===== src/rtl/psg_pkg.sv =====
// ----------------------------------------------------------------------------
// psg_pkg
// Shared types, constants and the volume table of the tone/noise generator.
// ----------------------------------------------------------------------------
package psg_pkg;

    localparam int NUM_CH    = 4;
    localparam int NUM_TONE  = 3;
    localparam int PERIOD_W  = 10;
    localparam int ATT_W     = 4;
    localparam int VOL_W     = 12;
    localparam int SAMPLE_W  = 14;
    localparam int LFSR_W    = 16;
    localparam int DATA_W    = 8;
    localparam int SEL_W     = 3;
    localparam int RATE_W    = 2;

    localparam logic [LFSR_W-1:0] LFSR_SEED = 16'h8000;
    localparam logic [1:0]        CH_NOISE  = 2'd3;
    localparam logic [RATE_W-1:0] RATE_TONE2 = 2'd3;

    localparam logic       FUNC_WRITE = 1'b0;
    localparam logic       FUNC_TICK  = 1'b1;

    typedef logic [PERIOD_W-1:0] t_period;
    typedef logic [ATT_W-1:0]    t_atten;
    typedef logic [VOL_W-1:0]    t_vol;
    typedef logic [SAMPLE_W-1:0] t_sample;
    typedef logic [NUM_CH-1:0][ATT_W-1:0]      t_atten_arr;
    typedef logic [NUM_TONE-1:0][PERIOD_W-1:0] t_period_arr;

    typedef struct packed {
        logic              wr;
        logic              white;
        logic [RATE_W-1:0] rate;
    } t_noise_ctl;

    localparam logic [VOL_W-1:0] VOL_0  = VOL_W'(0);
    localparam logic [VOL_W-1:0] VOL_1  = VOL_W'(1304 / 14);
    localparam logic [VOL_W-1:0] VOL_2  = VOL_W'(1642 / 14);
    localparam logic [VOL_W-1:0] VOL_3  = VOL_W'(2067 / 14);
    localparam logic [VOL_W-1:0] VOL_4  = VOL_W'(2603 / 14);
    localparam logic [VOL_W-1:0] VOL_5  = VOL_W'(3277 / 14);
    localparam logic [VOL_W-1:0] VOL_6  = VOL_W'(4125 / 14);
    localparam logic [VOL_W-1:0] VOL_7  = VOL_W'(5193 / 14);
    localparam logic [VOL_W-1:0] VOL_8  = VOL_W'(6568 / 14);
    localparam logic [VOL_W-1:0] VOL_9  = VOL_W'(8231 / 14);
    localparam logic [VOL_W-1:0] VOL_10 = VOL_W'(10362 / 14);
    localparam logic [VOL_W-1:0] VOL_11 = VOL_W'(13045 / 14);
    localparam logic [VOL_W-1:0] VOL_12 = VOL_W'(16422 / 14);
    localparam logic [VOL_W-1:0] VOL_13 = VOL_W'(20675 / 14);
    localparam logic [VOL_W-1:0] VOL_14 = VOL_W'(26028 / 14);
    localparam logic [VOL_W-1:0] VOL_15 = VOL_W'(32767 / 14);

    // attenuation 15 is silent, 0 is loudest
    function automatic t_vol vol_lookup(input t_atten att);
        t_vol v;
        unique case (~att)
            4'd0:    v = VOL_0;
            4'd1:    v = VOL_1;
            4'd2:    v = VOL_2;
            4'd3:    v = VOL_3;
            4'd4:    v = VOL_4;
            4'd5:    v = VOL_5;
            4'd6:    v = VOL_6;
            4'd7:    v = VOL_7;
            4'd8:    v = VOL_8;
            4'd9:    v = VOL_9;
            4'd10:   v = VOL_10;
            4'd11:   v = VOL_11;
            4'd12:   v = VOL_12;
            4'd13:   v = VOL_13;
            4'd14:   v = VOL_14;
            default: v = VOL_15;
        endcase
        return v;
    endfunction

endpackage


===== src/rtl/psg_if.sv =====
// ----------------------------------------------------------------------------
// psg_in_if / psg_out_if
// Valid/ready channels for bus/tick words in and sample words out.
// ----------------------------------------------------------------------------
interface psg_in_if;
    logic       valid;
    logic       ready;
    logic       func;
    logic [7:0] write_data;

    modport source (output valid, output func, output write_data, input ready);
    modport sink   (input valid, input func, input write_data, output ready);
endinterface

interface psg_out_if;
    logic        valid;
    logic        ready;
    logic [13:0] sample;

    modport source (output valid, output sample, input ready);
    modport sink   (input valid, input sample, output ready);
endinterface


===== src/rtl/psg_regs.sv =====
// ----------------------------------------------------------------------------
// psg_regs
// Bus byte decoder: latched selector, attenuation, period and noise control registers.
// ----------------------------------------------------------------------------
module psg_regs
    import psg_pkg::*;
(
    input  logic              i_clk,
    input  logic              i_rst_n,
    input  logic              i_wr,
    input  logic [DATA_W-1:0] i_data,
    output t_atten_arr        o_atten_nx,
    output t_period_arr       o_period,
    output t_noise_ctl        o_noise_ctl
);

    logic [SEL_W-1:0]  r_sel,   n_sel;
    t_atten_arr        r_atten, n_atten;
    t_period_arr       r_period, n_period;
    logic [SEL_W-1:0]  r_noise, n_noise;
    logic [1:0]        ch;
    logic              is_low;
    logic              noise_wr;

    always_comb begin
        is_low   = i_data[7];
        n_sel    = is_low ? i_data[6:4] : r_sel;
        ch       = n_sel[2:1];
        n_atten  = r_atten;
        n_period = r_period;
        n_noise  = r_noise;
        noise_wr = 1'b0;
        if (i_wr) begin
            if (n_sel[0]) begin
                n_atten[ch] = i_data[3:0];
            end else if (ch == CH_NOISE) begin
                n_noise  = i_data[2:0];
                noise_wr = 1'b1;
            end else if (is_low) begin
                n_period[ch[1:0]][3:0] = i_data[3:0];
            end else begin
                n_period[ch[1:0]][9:4] = i_data[5:0];
            end
        end
    end

    always_ff @(posedge i_clk) begin
        if (!i_rst_n) begin
            r_sel    <= '0;
            r_atten  <= '1;
            r_period <= '0;
            r_noise  <= '0;
        end else if (i_wr) begin
            r_sel    <= n_sel;
            r_atten  <= n_atten;
            r_period <= n_period;
            r_noise  <= n_noise;
        end
    end

    assign o_atten_nx        = n_atten;
    assign o_period          = r_period;
    assign o_noise_ctl.wr    = noise_wr;
    assign o_noise_ctl.white = n_noise[2];
    assign o_noise_ctl.rate  = n_noise[1:0];

endmodule


===== src/rtl/psg_tone.sv =====
// ----------------------------------------------------------------------------
// psg_tone
// One square-wave tone channel: down counter and output level.
// ----------------------------------------------------------------------------
module psg_tone
    import psg_pkg::*;
(
    input  logic    i_clk,
    input  logic    i_rst_n,
    input  logic    i_tick,
    input  t_period i_period,
    output logic    o_level_nx,
    output t_period o_count_nx
);

    t_period r_count, n_count;
    logic    r_level, n_level;
    t_period dec;

    always_comb begin
        dec     = r_count - PERIOD_W'(1);
        n_count = r_count;
        n_level = r_level;
        if (i_tick) begin
            if (r_count == '0) begin
                n_level = 1'b1;
                n_count = i_period;
            end else if (dec == '0) begin
                n_level = ~r_level;
                n_count = i_period;
            end else begin
                n_count = dec;
            end
        end
    end

    always_ff @(posedge i_clk) begin
        if (!i_rst_n) begin
            r_count <= '0;
            r_level <= 1'b0;
        end else begin
            r_count <= n_count;
            r_level <= n_level;
        end
    end

    assign o_level_nx = n_level;
    assign o_count_nx = n_count;

endmodule


===== src/rtl/psg_noise.sv =====
// ----------------------------------------------------------------------------
// psg_noise
// Noise channel: rate counter, half-rate divider and 16-bit LFSR.
// ----------------------------------------------------------------------------
module psg_noise
    import psg_pkg::*;
(
    input  logic       i_clk,
    input  logic       i_rst_n,
    input  logic       i_tick,
    input  t_noise_ctl i_ctl,
    input  t_period    i_tone2_nx,
    output logic       o_level_nx
);

    t_period           r_count, n_count;
    logic [LFSR_W-1:0] r_lfsr, n_lfsr;
    logic              r_half, n_half;
    logic              r_level, n_level;
    t_period           dec;
    t_period           reload;
    logic [RATE_W-1:0] code;
    logic              fb;

    always_comb begin
        code   = i_ctl.rate + RATE_W'(1);
        reload = (i_ctl.rate == RATE_TONE2) ? i_tone2_nx : PERIOD_W'({code, 4'b0000});
        dec    = r_count - PERIOD_W'(1);
        fb     = i_ctl.white ? (r_lfsr[3] ^ r_lfsr[0]) : r_lfsr[0];

        n_count = r_count;
        n_lfsr  = r_lfsr;
        n_half  = r_half;
        n_level = r_level;
        if (i_tick) begin
            if (r_count == '0) begin
                n_count = i_tone2_nx;
            end else if (dec == '0) begin
                if (!r_half) begin
                    n_level = r_level ^ r_lfsr[0];
                    n_lfsr  = {fb, r_lfsr[LFSR_W-1:1]};
                end
                n_half  = ~r_half;
                n_count = reload;
            end else begin
                n_count = dec;
            end
        end else if (i_ctl.wr) begin
            n_lfsr  = LFSR_SEED;
            n_count = reload;
        end
    end

    always_ff @(posedge i_clk) begin
        if (!i_rst_n) begin
            r_count <= '0;
            r_lfsr  <= LFSR_SEED;
            r_half  <= 1'b0;
            r_level <= 1'b0;
        end else begin
            r_count <= n_count;
            r_lfsr  <= n_lfsr;
            r_half  <= n_half;
            r_level <= n_level;
        end
    end

    assign o_level_nx = n_level;

endmodule


===== src/rtl/psg_mixer.sv =====
// ----------------------------------------------------------------------------
// psg_mixer
// Sums table volumes of the high channels into the sample output register.
// ----------------------------------------------------------------------------
module psg_mixer
    import psg_pkg::*;
(
    input  logic               i_clk,
    input  logic               i_rst_n,
    input  logic               i_load,
    input  logic [NUM_CH-1:0]  i_level,
    input  t_atten_arr         i_atten,
    output logic               o_free,
    psg_out_if.source          o_out
);

    logic    r_valid, n_valid;
    t_sample r_sample, n_sample;

    always_comb begin
        n_sample = '0;
        for (int i = 0; i < NUM_CH; i++) begin
            if (i_level[i]) begin
                n_sample = n_sample + SAMPLE_W'(vol_lookup(i_atten[i]));
            end
        end
    end

    assign o_free  = !r_valid || o_out.ready;
    assign n_valid = i_load || (r_valid && !o_out.ready);

    always_ff @(posedge i_clk) begin
        if (!i_rst_n) begin
            r_valid <= 1'b0;
        end else begin
            r_valid <= n_valid;
        end
    end

    always_ff @(posedge i_clk) begin
        if (i_load) begin
            r_sample <= n_sample;
        end
    end

    assign o_out.valid  = r_valid;
    assign o_out.sample = r_sample;

endmodule


===== src/rtl/psg_tone_noise_generator.sv =====
// ----------------------------------------------------------------------------
// psg_tone_noise_generator
// Three tone channels and one noise channel mixed to one 14-bit sample.
//
// i_in carries words of {func, write_data}: func 0 writes a bus byte,
// func 1 advances the generator one tick. For every accepted word one
// sample word leaves on o_out, in order.
// Each accepted word passes the input register, then the state update and
// mix into the sample register, before o_out.valid rises.
// Throughput: one word per cycle while o_out does not stall.
// i_in.ready stays high while the sample register is empty or being taken.
// When o_out stalls, one word waits in the sample register and one more
// in the input register; then i_in.ready drops until o_out.ready returns.
// Reset (synchronous, i_rst_n low): all channels silent (attenuation 15),
// periods and counters zero, levels low, LFSR seeded, no words in flight.
// ----------------------------------------------------------------------------
module psg_tone_noise_generator
    import psg_pkg::*;
(
    input  logic      i_clk,
    input  logic      i_rst_n,
    psg_in_if.sink    i_in,
    psg_out_if.source o_out
);

    logic              r_in_valid;
    logic              r_func;
    logic [DATA_W-1:0] r_data;
    logic              mix_free;
    logic              adv;
    logic              do_tick;
    logic              do_wr;

    t_atten_arr        atten_nx;
    t_period_arr       period;
    t_noise_ctl        noise_ctl;
    t_period           tone_cnt_nx [NUM_TONE];
    logic [NUM_CH-1:0] level_nx;

    assign adv         = r_in_valid && mix_free;
    assign do_tick     = adv && (r_func == FUNC_TICK);
    assign do_wr       = adv && (r_func == FUNC_WRITE);
    assign i_in.ready  = !r_in_valid || mix_free;

    always_ff @(posedge i_clk) begin
        if (!i_rst_n) begin
            r_in_valid <= 1'b0;
        end else if (i_in.ready) begin
            r_in_valid <= i_in.valid;
        end
    end

    always_ff @(posedge i_clk) begin
        if (i_in.valid && i_in.ready) begin
            r_func <= i_in.func;
            r_data <= i_in.write_data;
        end
    end

    psg_regs u_regs (
        .i_clk       (i_clk),
        .i_rst_n     (i_rst_n),
        .i_wr        (do_wr),
        .i_data      (r_data),
        .o_atten_nx  (atten_nx),
        .o_period    (period),
        .o_noise_ctl (noise_ctl)
    );

    for (genvar g = 0; g < NUM_TONE; g++) begin : g_tone
        psg_tone u_tone (
            .i_clk      (i_clk),
            .i_rst_n    (i_rst_n),
            .i_tick     (do_tick),
            .i_period   (period[g]),
            .o_level_nx (level_nx[g]),
            .o_count_nx (tone_cnt_nx[g])
        );
    end

    psg_noise u_noise (
        .i_clk      (i_clk),
        .i_rst_n    (i_rst_n),
        .i_tick     (do_tick),
        .i_ctl      (noise_ctl),
        .i_tone2_nx (tone_cnt_nx[NUM_TONE-1]),
        .o_level_nx (level_nx[NUM_CH-1])
    );

    psg_mixer u_mixer (
        .i_clk   (i_clk),
        .i_rst_n (i_rst_n),
        .i_load  (adv),
        .i_level (level_nx),
        .i_atten (atten_nx),
        .o_free  (mix_free),
        .o_out   (o_out)
    );

endmodule

===== src/flat_wrapper.sv =====
// flat-port wrapper written by rule: the top's interface ports become plain ports
module psg_tone_noise_generator_flat import psg_pkg::*;
  (i_clk, i_rst_n, i_in_valid, i_in_func, i_in_write_data, i_in_ready, o_out_valid, o_out_sample, o_out_ready);
  psg_in_if i_in_i ();
  psg_out_if o_out_i ();
  input  logic i_clk;
  input  logic i_rst_n;
  input wire logic [$bits(i_in_i.valid)-1:0] i_in_valid;
  input wire logic [$bits(i_in_i.func)-1:0] i_in_func;
  input wire logic [$bits(i_in_i.write_data)-1:0] i_in_write_data;
  output wire logic [$bits(i_in_i.ready)-1:0] i_in_ready;
  output wire logic [$bits(o_out_i.valid)-1:0] o_out_valid;
  output wire logic [$bits(o_out_i.sample)-1:0] o_out_sample;
  input wire logic [$bits(o_out_i.ready)-1:0] o_out_ready;
  assign i_in_i.valid = i_in_valid;
  assign i_in_i.func = i_in_func;
  assign i_in_i.write_data = i_in_write_data;
  assign i_in_ready = i_in_i.ready;
  assign o_out_valid = o_out_i.valid;
  assign o_out_sample = o_out_i.sample;
  assign o_out_i.ready = o_out_ready;
  psg_tone_noise_generator u_core (.i_clk(i_clk), .i_rst_n(i_rst_n), .i_in(i_in_i), .o_out(o_out_i));
endmodule

===== config.mk =====
export PLATFORM = sky130hd
export DESIGN_NAME = psg_tone_noise_generator_flat
export DESIGN_NICKNAME = d
export VERILOG_FILES = /design/src/rtl/psg_pkg.sv /design/src/rtl/psg_if.sv /design/src/rtl/psg_regs.sv /design/src/rtl/psg_tone.sv /design/src/rtl/psg_noise.sv /design/src/rtl/psg_mixer.sv /design/src/rtl/psg_tone_noise_generator.sv /design/src/flat_wrapper.sv
export SDC_FILE = /design/constraint.sdc
export NUM_CORES = 1
export LEC_CHECK = 0
export ABC_AREA = 0
export ABC_CLOCK_PERIOD_IN_PS = 7950
export BUFFER_PORTS_ARGS = -buffer_cell sky130_fd_sc_hd__buf_2
export CORE_ASPECT_RATIO = 0.7
export CORE_MARGIN = 3
export CORE_UTILIZATION = 35
export DETAILED_ROUTE_END_ITERATION = 10
export GPL_TIMING_DRIVEN = 1
export PLACE_DENSITY = 0.61
export SETUP_SLACK_MARGIN = 0.2
export SLEW_MARGIN = 20
export SYNTH_ARGS = -nofsm -noshare
export SYNTH_HDL_FRONTEND = slang
export SYNTH_SLANG_ARGS = --single-unit

===== constraint.sdc =====
create_clock -name i_clk -period 7.95 [get_ports i_clk]
set_input_delay 0.3975 -clock i_clk [delete_from_list [all_inputs] [get_ports i_clk]]
set_output_delay 0.3975 -clock i_clk [all_outputs]
set_load 0.01 [all_outputs]

# Yosys cells after proc, flatten, opt, wreduce, memory -nomap -nowiden
# Memory sizes are Yosys's and may differ from the RTL's.
# Cells that the tools add are included.
dict set report totals {
  ff_bits 138
  latch_bits 0
  mem_bits_rw 0
  mem_bits_ro 768
  in_bits 13
  word_cells 138
  mem_count 4
}
# name words width read_ports rd_clocked_by_memory_dff write_ports line
set mem_list {}
lappend mem_list {{(name not given)} 16 12 1 0 0 psg_pkg.sv:58} ;# unique case (~att)
lappend mem_list {{(name not given)} 16 12 1 0 0 psg_pkg.sv:58}
lappend mem_list {{(name not given)} 16 12 1 0 0 psg_pkg.sv:58}
lappend mem_list {{(name not given)} 16 12 1 0 0 psg_pkg.sv:58}
dict set report classes {
  n_addsub 8
  n_mul 0
  n_div 0
  order_cmp 2
  n_eq_ne 5
  shift 0
  n_mux 57
  bitwise 14
  reduce_logical 24
}
# cell count
set ops {}
lappend ops {{$mux W10} 13}
lappend ops {{$mux W16} 7}
lappend ops {{$logic_not A10 Y1} 8}
lappend ops {{$bwmux W30} 2}
lappend ops {{$mux W12} 4}
lappend ops {{$add A14 B12 Y14} 3}
lappend ops {{$mux W14} 3}
lappend ops {{$demux W10 S2} 2}
lappend ops {{$sub A10 B1 Y10 const B} 4}
lappend ops {{$mux W30} 1}
lappend ops {{$mux W1} 17}
lappend ops {{$bwmux W16} 1}
lappend ops {{$not A4 Y4} 4}
lappend ops {{$mux W3} 4}
lappend ops {{$demux W4 S2} 1}
lappend ops {{$mux W4} 2}
lappend ops {{$not A1 Y1} 8}
lappend ops {{$logic_and A1 B1 Y1} 6}
lappend ops {{$ne A2 B2 Y1 const B} 3}
lappend ops {{$reduce_and A3 Y1} 2}
lappend ops {{$eq A2 B2 Y1 const B} 2}
lappend ops {{$reduce_and A4 Y1} 1}
lappend ops {{$logic_not A1 Y1} 3}
lappend ops {{$logic_or A1 B1 Y1} 3}
lappend ops {{other kinds (5)} 6}

# Logic depth before layout (Yosys ltp)
# Gate-level depths: netlist (run 1).
# An unclocked memory read counts as a cell.
dict set report depth {
  ltp_word 17
  mapped_depth 36
  depth_no_buf 35
}

# Modules after synthesis
# From an unflattened synthesis (run 1), not the netlist that was laid out.
dict set report unflattened {
  cells_unflattened 1375
  hier_area_um2 11303.3
}
# mod instances cells_each area_each_um2 seq_area_each_um2
set by_module_without_submodules {}
lappend by_module_without_submodules {psg_mixer 1 474 3683.5 440.4}
lappend by_module_without_submodules {psg_tone 3 125 920.9 220.2}
lappend by_module_without_submodules {psg_regs 1 262 2593.7 1041.0}
lappend by_module_without_submodules {psg_noise 1 247 1919.3 560.5}
lappend by_module_without_submodules {psg_tone_noise_generator 1 17 344.1 290.3}

# Least setup slack after synthesis (run 1)
# Ideal clock, no wire load.
dict set report synth_path {
  path_type {reg2reg}
  start {register u_core.r_data[7]}
  end {register u_core.u_mixer.r_sample[13], in the netlist u_core.u_mixer.o_out.sample[13] (data pin)}
  setup_ns 0.259
  arrival_ns 6.579
  setup_slack_ns 1.112
  stages_incl_launch_ff 33
  n_path_buf 1
  cell_sequence {edfxtp_1 -> buf_2 -> mux2_2 -> nand3_1 -> a21oi_1 -> mux2i_1 -> inv_1 -> ha_1 -> nand2_1 -> a21boi_0 -> o21ai_0 -> ha_1 -> and3_1 -> a221o_1 -> nor2_1 -> xnor2_1 -> nand3_1 -> o41ai_2 -> ha_1 -> or3_1 -> o21ai_0 -> a211oi_1 -> a2111oi_0 -> xnor2_1 -> nor2_1 -> o21bai_1 -> inv_1 -> ha_1 -> nand3_1 -> a41oi_1 -> a21o_1 -> a31oi_1 -> a211o_1}
}
# element line
set synth_rtl {}
lappend synth_rtl {{from (decl)} psg_tone_noise_generator.sv:28} ;# logic [DATA_W-1:0] r_data;
lappend synth_rtl {{from (signal assigned)} psg_tone_noise_generator.sv:56} ;# r_data <= i_in.write_data;
lappend synth_rtl {{to (signal assigned)} psg_mixer.sv:42} ;# r_sample <= n_sample;
lappend synth_rtl {{to (decl)} psg_mixer.sv:18} ;# t_sample r_sample, n_sample;

# Final worst setup path (run 1)
dict set report layout_path {
  start {register u_core.g_tone[0].u_tone.r_count[0]}
  end {register u_core.u_mixer.r_sample[13], in the netlist u_core.u_mixer.o_out.sample[13] (data pin)}
}
dict set report layout_via {
  elab_chain_len 12
}
# element line
set layout_lines {}
lappend layout_lines {{from (decl)} psg_tone.sv:16} ;# t_period r_count, n_count;
lappend layout_lines {{from (signal assigned)} psg_tone.sv:42} ;# r_count <= n_count;
lappend layout_lines {{$sub A10 B1 Y10} psg_tone.sv:21} ;# dec = r_count - PERIOD_W'(1);
lappend layout_lines {{$logic_not A10 Y1} psg_tone.sv:28} ;# end else if (dec == '0) begin
lappend layout_lines {{$mux W1} psg_tone.sv:28}
lappend layout_lines {{$mux W1 *} psg_tone.sv:25} ;# if (r_count == '0) begin
lappend layout_lines {{$mux W1 *} psg_tone.sv:24} ;# if (i_tick) begin
lappend layout_lines {{$mux W12 *} psg_mixer.sv:23} ;# if (i_level[i]) begin
lappend layout_lines {{$add A14 B12 Y14} psg_mixer.sv:24} ;# n_sample = n_sample + SAMPLE_W'(vol_lookup(i_atten[i]));
lappend layout_lines {{$mux W14 *} psg_mixer.sv:23}
lappend layout_lines {{$add A14 B12 Y14} psg_mixer.sv:24}
lappend layout_lines {{$mux W14 *} psg_mixer.sv:23}
lappend layout_lines {{$add A14 B12 Y14} psg_mixer.sv:24}
lappend layout_lines {{$mux W14 *} psg_mixer.sv:23}
lappend layout_lines {{named net u_core.u_mixer.n_sample[13]} psg_mixer.sv:18}
# The timed path passes the listed nets; every way through them passes the cells marked *.
# A chain may end at the register's enable or synchronous reset.

==> results.cfg, run 1 <==
[synthesis]
synth_cells = 1298
synth_fa_ha_area_frac = 0.0885
synthMuxAreaShare = 0.0680
yosysWarnings = 0
synth_area_um2 = 10300
ys_seq_area_frac = 0.291
synth_common_cells = 161 x nand2_1, 140 x nor2_1, 115 x dfxtp_1
synth_compound_gate_area_share = 0.212
synth_nets = 1382
netlist_top_cells_area = dfxtp_1 22%, ha_1 8.3%, edfxtp_1 6.7%
avgSynthCellArea_um2 = 7.93
synth_top_family_by_area = simple AND/OR/NAND/NOR gates
yosys.area_share.simple = 0.252
async_flop_share = 0
synth_xor_area_frac = 0.0400
synth-edff-count = 23
ys_ff_latch = 138
ys.flop_type = dfxtp_1
synth_area_leader_cell = dfxtp_1
synth_top_area_frac = 0.224
yosysUniqueCellTypes = 91
synth.most_common_cell = nand2_1

[pwr]
ir_drop_uv = 125
combPwrFrac = 0.200
clkPwrFrac = 0.403
p_sw_frac = 0.313
internal_power_mw = 1.32
switchingPower_uw = 603
power_leakage_nw = 4.71
p_seq_frac = 0.397
power_density_nw_per_um2 = 169

[job]
drv_cap = 0

[finish]
area_delta_synth_final_pct = 10.8
layout-drive-gt1-share = 0.110
antenna_cells = 0
fin_nets = 1379

[cts]
cts_made_buffers = 17
hold_buffers = 0
root_buffer = clkbuf_16
clock_latency_ns = 0.44
cts_max_level = 4
cts_sinks = 138
clockBufferDepth = 2
tritoncts = yes
clkTransAtPathRegs_ns = 0.06

[floorplanning]
core_area_um2 = 28300
design.die.area_um2 = 31500
io_pins = 29
die_w_um = 211
die_y_um = 149
start_util = 0.363
core.rowCount = 51

[placement]
gp_congestion = 0.885
preCtsSetupSlack_ns = 0.321
dp_hpwl_mm = 21.1
io_buffer_count = 28

[drt]
vias = 9505
routedWlPerCell_um = 17.3
drt_iter0_drc = 1008
vias_per_cell = 5.66
drcViolationCount = 0
drt_first_pass_iters = 5
drt_wl_total_mm = 29.1
drtAntennaViolNets = 0

[timing]
max_slew_margin = 0.317
clock_skew_ns = 0.0127
max_freq_mhz = 137
drv_slew = 0
worst_pin_slew_ns = 0.996
rsz0062_at_grt = no
timing.final.crit_share = 0.918
setup-tns-final_ns = 0
finalCriticalPeriod_ns = 7.30
setup_viol = 0
finalWorstSetupSlack_ns = 0.654
finalHoldViolations = 0

[critical_path]
cpPeakStageDelay_ns = 0.44
arrival_ns = 7.49
critical_path_class = flip-flop to flip-flop
path_common_cell = ha_1
startpoint_type = flip-flop
critPathSlowestCell = or3b_1
worstSetupEndpointType = flip-flop
worstPathMaxFanout = 9
worstPathRequired_ns = 8.14

[global_routing]
grt_overflow = 0
gr-usage-met1 = 0.304
grt_use_total = 0.184
gr-usage-met3 = 0.0321
grt_busiest_layer = met1
grt_max_degree = 89
grt_first_pass_wirelength_mm = 46.2
grt_pass1_vias = 8367
grt_antenna_before_repair = 0
met2_usage = 0.239

[min_path]
hp-class = input port to flip-flop

[status]
status = finished, final reports clean
==> worst max-delay path: cells and delay by family, from the launching register on <==
family,cells,cell delay (ns)
buffers and inverters,1,0.10
and+or+nand+nor,10,2.15
AOI/OAI and AO/OA,12,2.93
DFF,1,0.36
xor gates and xnor gates,2,0.30
adders and majority gates,4,1.17
==> metrics by stage <==
step,util,hold WS [ns],instance area (um^2),std cells,total power [mW]
floorplan,-,0.432,10300,1298,1.06
global placement,0.380,0.437,10800,1646,1.15
detailed placement,0.380,0.443,10800,1646,1.16
CTS,0.400,0.122,11300,1678,1.93
global route,0.402,0.122,11400,1679,2.02
finish,0.402,0.140,11400,1679,1.93
==> layout by cell type (no fill, tap or decap), drive strengths merged, types with 5 or more instances in the layout <==
cell type    n
mux2i       53
nand2b      14
o211ai      18
and2        10
nand3       54
nor3        53
and3        13
a311oi       6
nor2       141
nand4b       5
nor2b        7
a31oi       18
a221oi       9
nand3b       8
a211o        5
a21oi       81
a22oi        5
clkbuf      23
dfxtp      115
o21a        14
o31ai       10
a32oi        5
ha          68
nor4        10
xnor2       30
clkinv       6
edfxtp      23
o22ai        5
xor2        17
nand2      161
inv         45
a21o        16
o21ai       66
a211oi      15
mux2        15
nor3b       11
buf         57
or2          7
or3         22
==> kinds of logic after synthesis <==
family	count (synthesis)
flops	138
buf+inv	121
xor+xnor	47
compound gates	318
mux	68
simple gates	535
fa+ha+maj	71
==> what timing repair did <==
action | in CTS | in global routing
endpoints found under the setup margin | 0 | 4
buffers inserted | 0 | 1
endpoints found under the hold margin | 0 | 0
gates resized for setup | 0 | 11
==> final timing paths <==
kind              cells past startpoint                                from  slack, ns                         endpoint
setup / recovery                     29  u_core.g_tone[0].u_tone.r_count[0]       0.65  u_core.u_mixer.o_out.sample[13]
hold / removal                        1                  i_in_write_data[4]       0.14                 u_core.r_data[4]
setup reg to reg                     29  u_core.g_tone[0].u_tone.r_count[0]       0.65  u_core.u_mixer.o_out.sample[13]
hold reg to reg                       2            u_core.u_noise.r_lfsr[5]       0.45         u_core.u_noise.r_lfsr[4]
==> power groups by stage <==
stage / clock network [mW] / logic (mW) / registers (mW)
final: 0.776 / 0.385 / 0.766
after global routing: 0.821 / 0.427 / 0.770
after CTS: 0.791 / 0.379 / 0.765
after detailed placement: 0 / 0.377 / 0.780
after global placement: 0 / 0.373 / 0.779
after floorplan: 0 / 0.296 / 0.766
==> cell type report <==
type | count | area, um^2
fillers | 2925 | 16900
multi-input cells | 1039 | 6850
flip-flops and latches | 138 | 2990
clock buffers | 23 | 510
well taps | 371 | 464
repair buffers | 57 | 358
inverters | 42 | 158
clock inverters | 9 | 58.8
==> state kept, by name, indices dropped and copies added, names as in the netlist, 8 cells and up <==
name                          count
u_core.u_mixer.o_out.sample      14
u_core.u_noise.r_lfsr            16
u_core.g_tone.u_tone.r_count     30
u_core.r_data                     8
u_core.u_regs.r_atten            16
u_core.u_noise.r_count           10
u_core.u_regs.o_period           30
==> routing by layer <==
metal	wire (um)	vias to the layer above
li1	-	4699
met1	15800	4519
met2	11000	266
met3	1890	21
met4	348	0
met5	0	-
Note: power is estimated with default switching activity, not from simulation.
==> run 2: changes to the inputs <==
RECOVER_POWER = 25   (was not set)
==> run 2 against run 1 <==
The run now ends with max-capacitance violations, max-slew violations left. Clock power about the same. Sequential power about the same. Critical path depth increased by 2. Final area decreased by 0.31%. Worst hold slack about the same.
==> results.cfg, run 2 (synthesized netlist as in run 1, its figures left out) <==
[global_routing]
grt_max_degree = 89
grt_pass1_vias = 8367
grt_first_pass_wirelength_mm = 46.2
gr-usage-met1 = 0.304
grt_overflow = 0
grt_busiest_layer = met1
met2_usage = 0.239
grt_antenna_before_repair = 0
grt_use_total = 0.184
gr-usage-met3 = 0.0321

[floorplanning]
io_pins = 29
design.die.area_um2 = 31500
core_area_um2 = 28300
die_w_um = 211
core.rowCount = 51
start_util = 0.363
die_y_um = 149

[critical_path]
worstSetupEndpointType = flip-flop
startpoint_type = flip-flop
worstPathRequired_ns = 8.14
reg2reg_slack_ns = 0.64
cpPeakStageDelay_ns = 0.52
critPathSlowestCell = edfxtp_1
critical_path_class = flip-flop to flip-flop
path_common_cell = ha_1
arrival_ns = 7.50
worstPathMaxFanout = 11

[timing]
setup-tns-final_ns = 0
finalHoldViolations = 0
drv_slew = 119
max_slew_margin = -1.73
max_freq_mhz = 137
rsz0062_at_grt = no
timing.final.crit_share = 0.920
clock_skew_ns = 0.0135
finalCriticalPeriod_ns = 7.31
worst_pin_slew_ns = 4.10
setup_viol = 0

[job]
drv_cap = 2

[finish]
final_common_cell = nand2_1
antenna_cells = 0
finish.utilization = 0.401
most-common-layout-cells = 161 x nand2_1, 140 x nor2_1, 115 x dfxtp_1
layout-drive-gt1-share = 0.0910
fin_nets = 1379
area_delta_synth_final_pct = 10.4

[placement]
gp_congestion = 0.885
dp_hpwl_mm = 21.1
io_buffer_count = 28

[cts]
cts_made_buffers = 17
tritoncts = yes
clock_latency_ns = 0.44
clockBufferDepth = 2
cts_sinks = 138
clkTransAtPathRegs_ns = 0.06
root_buffer = clkbuf_16
cts_max_level = 4

[drt]
drt_wl_total_mm = 29.1
drcViolationCount = 0
drt_first_pass_iters = 5
drtAntennaViolNets = 0
vias_per_cell = 5.68
drt_iter0_drc = 1042
routedWlPerCell_um = 17.3
vias = 9532

[pwr]
ir_drop_uv = 125
power_leakage_nw = 4.63
power_density_nw_per_um2 = 169

[min_path]
hp-class = input port to flip-flop

[status]
status = finished, violations left
violations = max-capacitance violations, max-slew violations
[run 2: worst max-delay path: cells and delay by family (launching register included)]
kind / cells / cell delay [ns]
fa+ha+maj: 4 / 1.26
simple gates: 10 / 1.61
xor+xnor: 2 / 0.30
mux: 2 / 0.57
buf+inv: 2 / 0.32
compound gates: 11 / 2.49
flops: 1 / 0.52
[run 2: power breakdown]
group | leakage, nW | internal [mW] | switching (mW)
combinational | 3.19 | 0.136 | 0.247
clock | 0.288 | 0.453 | 0.323
sequential | 1.15 | 0.733 | 0.0330
[run 2: final timing paths]
| path | cells after the start | endpoint | start |
|---|---|---|---|
| worst max register to register | 31 | u_core.u_mixer.o_out.sample[13] | u_core.r_data[7] |
| worst max-delay path | 31 | u_core.u_mixer.o_out.sample[13] | u_core.r_data[7] |
| worst min register to register | 2 | u_core.u_noise.r_lfsr[4] | u_core.u_noise.r_lfsr[5] |
| worst min-delay path | 1 | u_core.r_data[4] | i_in_write_data[4] |
[run 2: layout make-up]
class                           instances  area [um^2]
Timing Repair Buffer                   57          323
Clock inverter                          9         58.8
Multi-Input combinational cell       1039         6850
Fill cell                            2930        17000
Clock buffer                           23          510
Tap cell                              371          464
Inverter                               42          158
Sequential cell                       138         2990
[run 2: metal layers]
layer	routed length, um	share of wire
met5	0	0
met4	363	0.012
met3	1840	0.063
met2	11100	0.38
met1	15800	0.54
[run 2: per-stage QoR]
stage	power, mW	setup slack (ns)	hold WS, ns	cells	instance area [um^2]
3_5_place_dp	1.16	0.321	0.443	1646	10800
5_1_grt	2.02	0.217	0.122	1679	11400
2_1_floorplan	1.06	1.11	0.432	1298	10300
6_report	1.93	0.637	0.140	1679	11400
3_3_place_gp	1.15	0.405	0.437	1646	10800
4_1_cts	1.93	0.291	0.122	1678	11300
[run 2: repair_timing]
| item | 4_1_cts | 5_1_grt |
|---|---|---|
| hold buffers | 0 | 0 |
| setup buffers | 0 | 1 |
| endpoints found under the setup margin | 0 | 4 |
| resized for setup | 0 | 11 |
==> run 3: changes to the inputs <==
SYNTH_HIERARCHICAL = 1   (was not set)
==> run 3 against run 2 <==
The run now ends clean. Final area increased by 7.1%. Sequential power up 0.5%. Highest routed layer unchanged. Largest power group unchanged. Global-route usage down 1.4 points. Final cell count is 4.6% higher. Combinational power down 6.5%. Synthesized area increased by 9.0%.
==> results.cfg, run 3 <==
[cts]
hold_buffers = 0
clkTransAtPathRegs_ns = 0.06
cts_made_buffers = 17
root_buffer = clkbuf_16
clockBufferDepth = 2
cts_max_level = 4
tritoncts = yes
cts_sinks = 138
clock_latency_ns = 0.44

[synthesis]
synth_area_um2 = 11200
synth_nets = 1445
yosysWarnings = 6
avgSynthCellArea_um2 = 8.27
synth_cells = 1355

[finish]
fin_nets = 1413
fillers = 3155
layout-drive-gt1-share = 0.126
most-common-layout-cells = 117 x nand2_1, 113 x dfxtp_1, 83 x a21oi_1
antenna_cells = 0
final_common_cell = nand2_1
final_area_um2 = 12200
area_delta_synth_final_pct = 8.61

[pwr]
power_density_nw_per_um2 = 165
report.power.total_mw = 2.01
power_leakage_nw = 5.09
ir_drop_uv = 152

[global_routing]
grt_use_total = 0.170
grt_pass1_vias = 8841
grt_first_pass_wirelength_mm = 47.4
grt_antenna_before_repair = 0
grt_max_degree = 85
grt_overflow = 0

[critical_path]
worstSetupEndpointType = flip-flop
critical_path_class = flip-flop to flip-flop
worstPathRequired_ns = 8.25
critPathSlowestCell = or4_4
cpPeakStageDelay_ns = 0.60
worstPathMaxFanout = 9
startpoint_type = flip-flop
arrival_ns = 7.72

[floorplanning]
start_util = 0.358
core_area_um2 = 31400
io_pins = 29
die_w_um = 220
core.rowCount = 54
design.die.area_um2 = 34200
die_y_um = 156

[timing]
setup-tns-final_ns = 0
finalWorstSetupSlack_ns = 0.531
max_freq_mhz = 135
drv_slew = 0
timing.final.crit_share = 0.933
max_slew_margin = 0.367
worst_pin_slew_ns = 0.943
finalHoldViolations = 0
clock_skew_ns = 0.0130
rsz0062_at_grt = no
setup_viol = 0
finalCriticalPeriod_ns = 7.42

[drt]
vias_per_cell = 5.62
drt_wl_total_mm = 29.3
drt_first_pass_iters = 5
routedWlPerCell_um = 16.7
vias = 9866
drtAntennaViolNets = 0
drt_iter0_drc = 1021
drcViolationCount = 0

[placement]
dp_hpwl_mm = 21.0
place_area_um2 = 11500
preCtsSetupSlack_ns = 0.369
gp_congestion = 0.900
io_buffer_count = 28

[job]
drv_cap = 0

[status]
status = finished, final reports clean

[min_path]
hp-class = input port to flip-flop
run 3: changes by cell type in the layout (fill, tap and decap cells not counted), sizes merged, moves of 9 or more:
cell	before	now
o21ai	66	90
nor2	141	81
nand2	161	118
nand2b	14	28
xnor2	30	19
nor2b	7	34
nor3	53	43
or3	22	8
nand3	54	74
a21boi	2	30
a31oi	18	27
inv	44	56
clkbuf	47	36
mux2	15	51
run 3: timing repair:
item / in CTS / in global routing
setup buffers: 0 / 4
resized for setup: 0 / 11
endpoints found under the setup margin: 0 / 6
run 3: path summary, 6_finish.rpt:
kind | from | end | slack [ns] | cells past startpoint
setup / recovery | u_core/g_tone[0].u_tone/r_count[2] | u_core/u_mixer/o_out.sample[13] | 0.53 | 30
hold / removal | i_in_write_data[7] | u_core/r_data[7] | 0.14 | 1
setup reg to reg | u_core/g_tone[0].u_tone/r_count[2] | u_core/u_mixer/o_out.sample[13] | 0.53 | 30
hold reg to reg | u_core/u_noise/r_lfsr[4] | u_core/u_noise/r_lfsr[3] | 0.46 | 2
run 3: layout make-up:
class	instances	area (um^2)	share of cell area
Sequential cell	138	3000	0.246
Clock buffer	20	478	0.0393
Tap cell	420	526	0.0432
Inverter	52	195	0.0160
Timing Repair Buffer	43	248	0.0204
Clock inverter	12	171	0.0141
Multi-Input combinational cell	1071	7560	0.621
run 3: critical path, delay by kind of cell (launching register included):
kind	cells	cell delay, ns
AND/OR/NAND/NOR	9	2.45
AO/OA/AOI/OAI	11	2.14
adder cells (fa/ha/maj)	4	1.26
multiplexers	2	0.57
flip-flops	1	0.38
XOR/XNOR	3	0.36
buffers and inverters	1	0.10
run 3: power by group:
part / leakage (nW) / switching (mW) / internal, mW
combinational: 3.62 / 0.225 / 0.133
sequential: 1.15 / 0.0374 / 0.732
clock: 0.322 / 0.348 / 0.539
total: 5.09 / 0.610 / 1.40
run 3: routing by layer:
| layer | vias up | routed length (um) | global-route usage |
|---|---|---|---|
| li1 | 4873 | - | - |
| met1 | 4690 | 15500 | 0.268 |
| met2 | 288 | 11900 | 0.239 |
| met3 | 15 | 1540 | 0.0300 |
| met4 | 0 | 296 | 0.0343 |
| met5 | - | 0 | 0 |
run 3: stage by stage:
step	util	cells	hold WS, ns
final	0.388	1756	0.136
after global routing	0.388	1756	0.116
after CTS	0.387	1752	0.116
after detailed placement	0.366	1720	0.449
after global placement	0.366	1720	0.441
after floorplan	-	1355	0.430
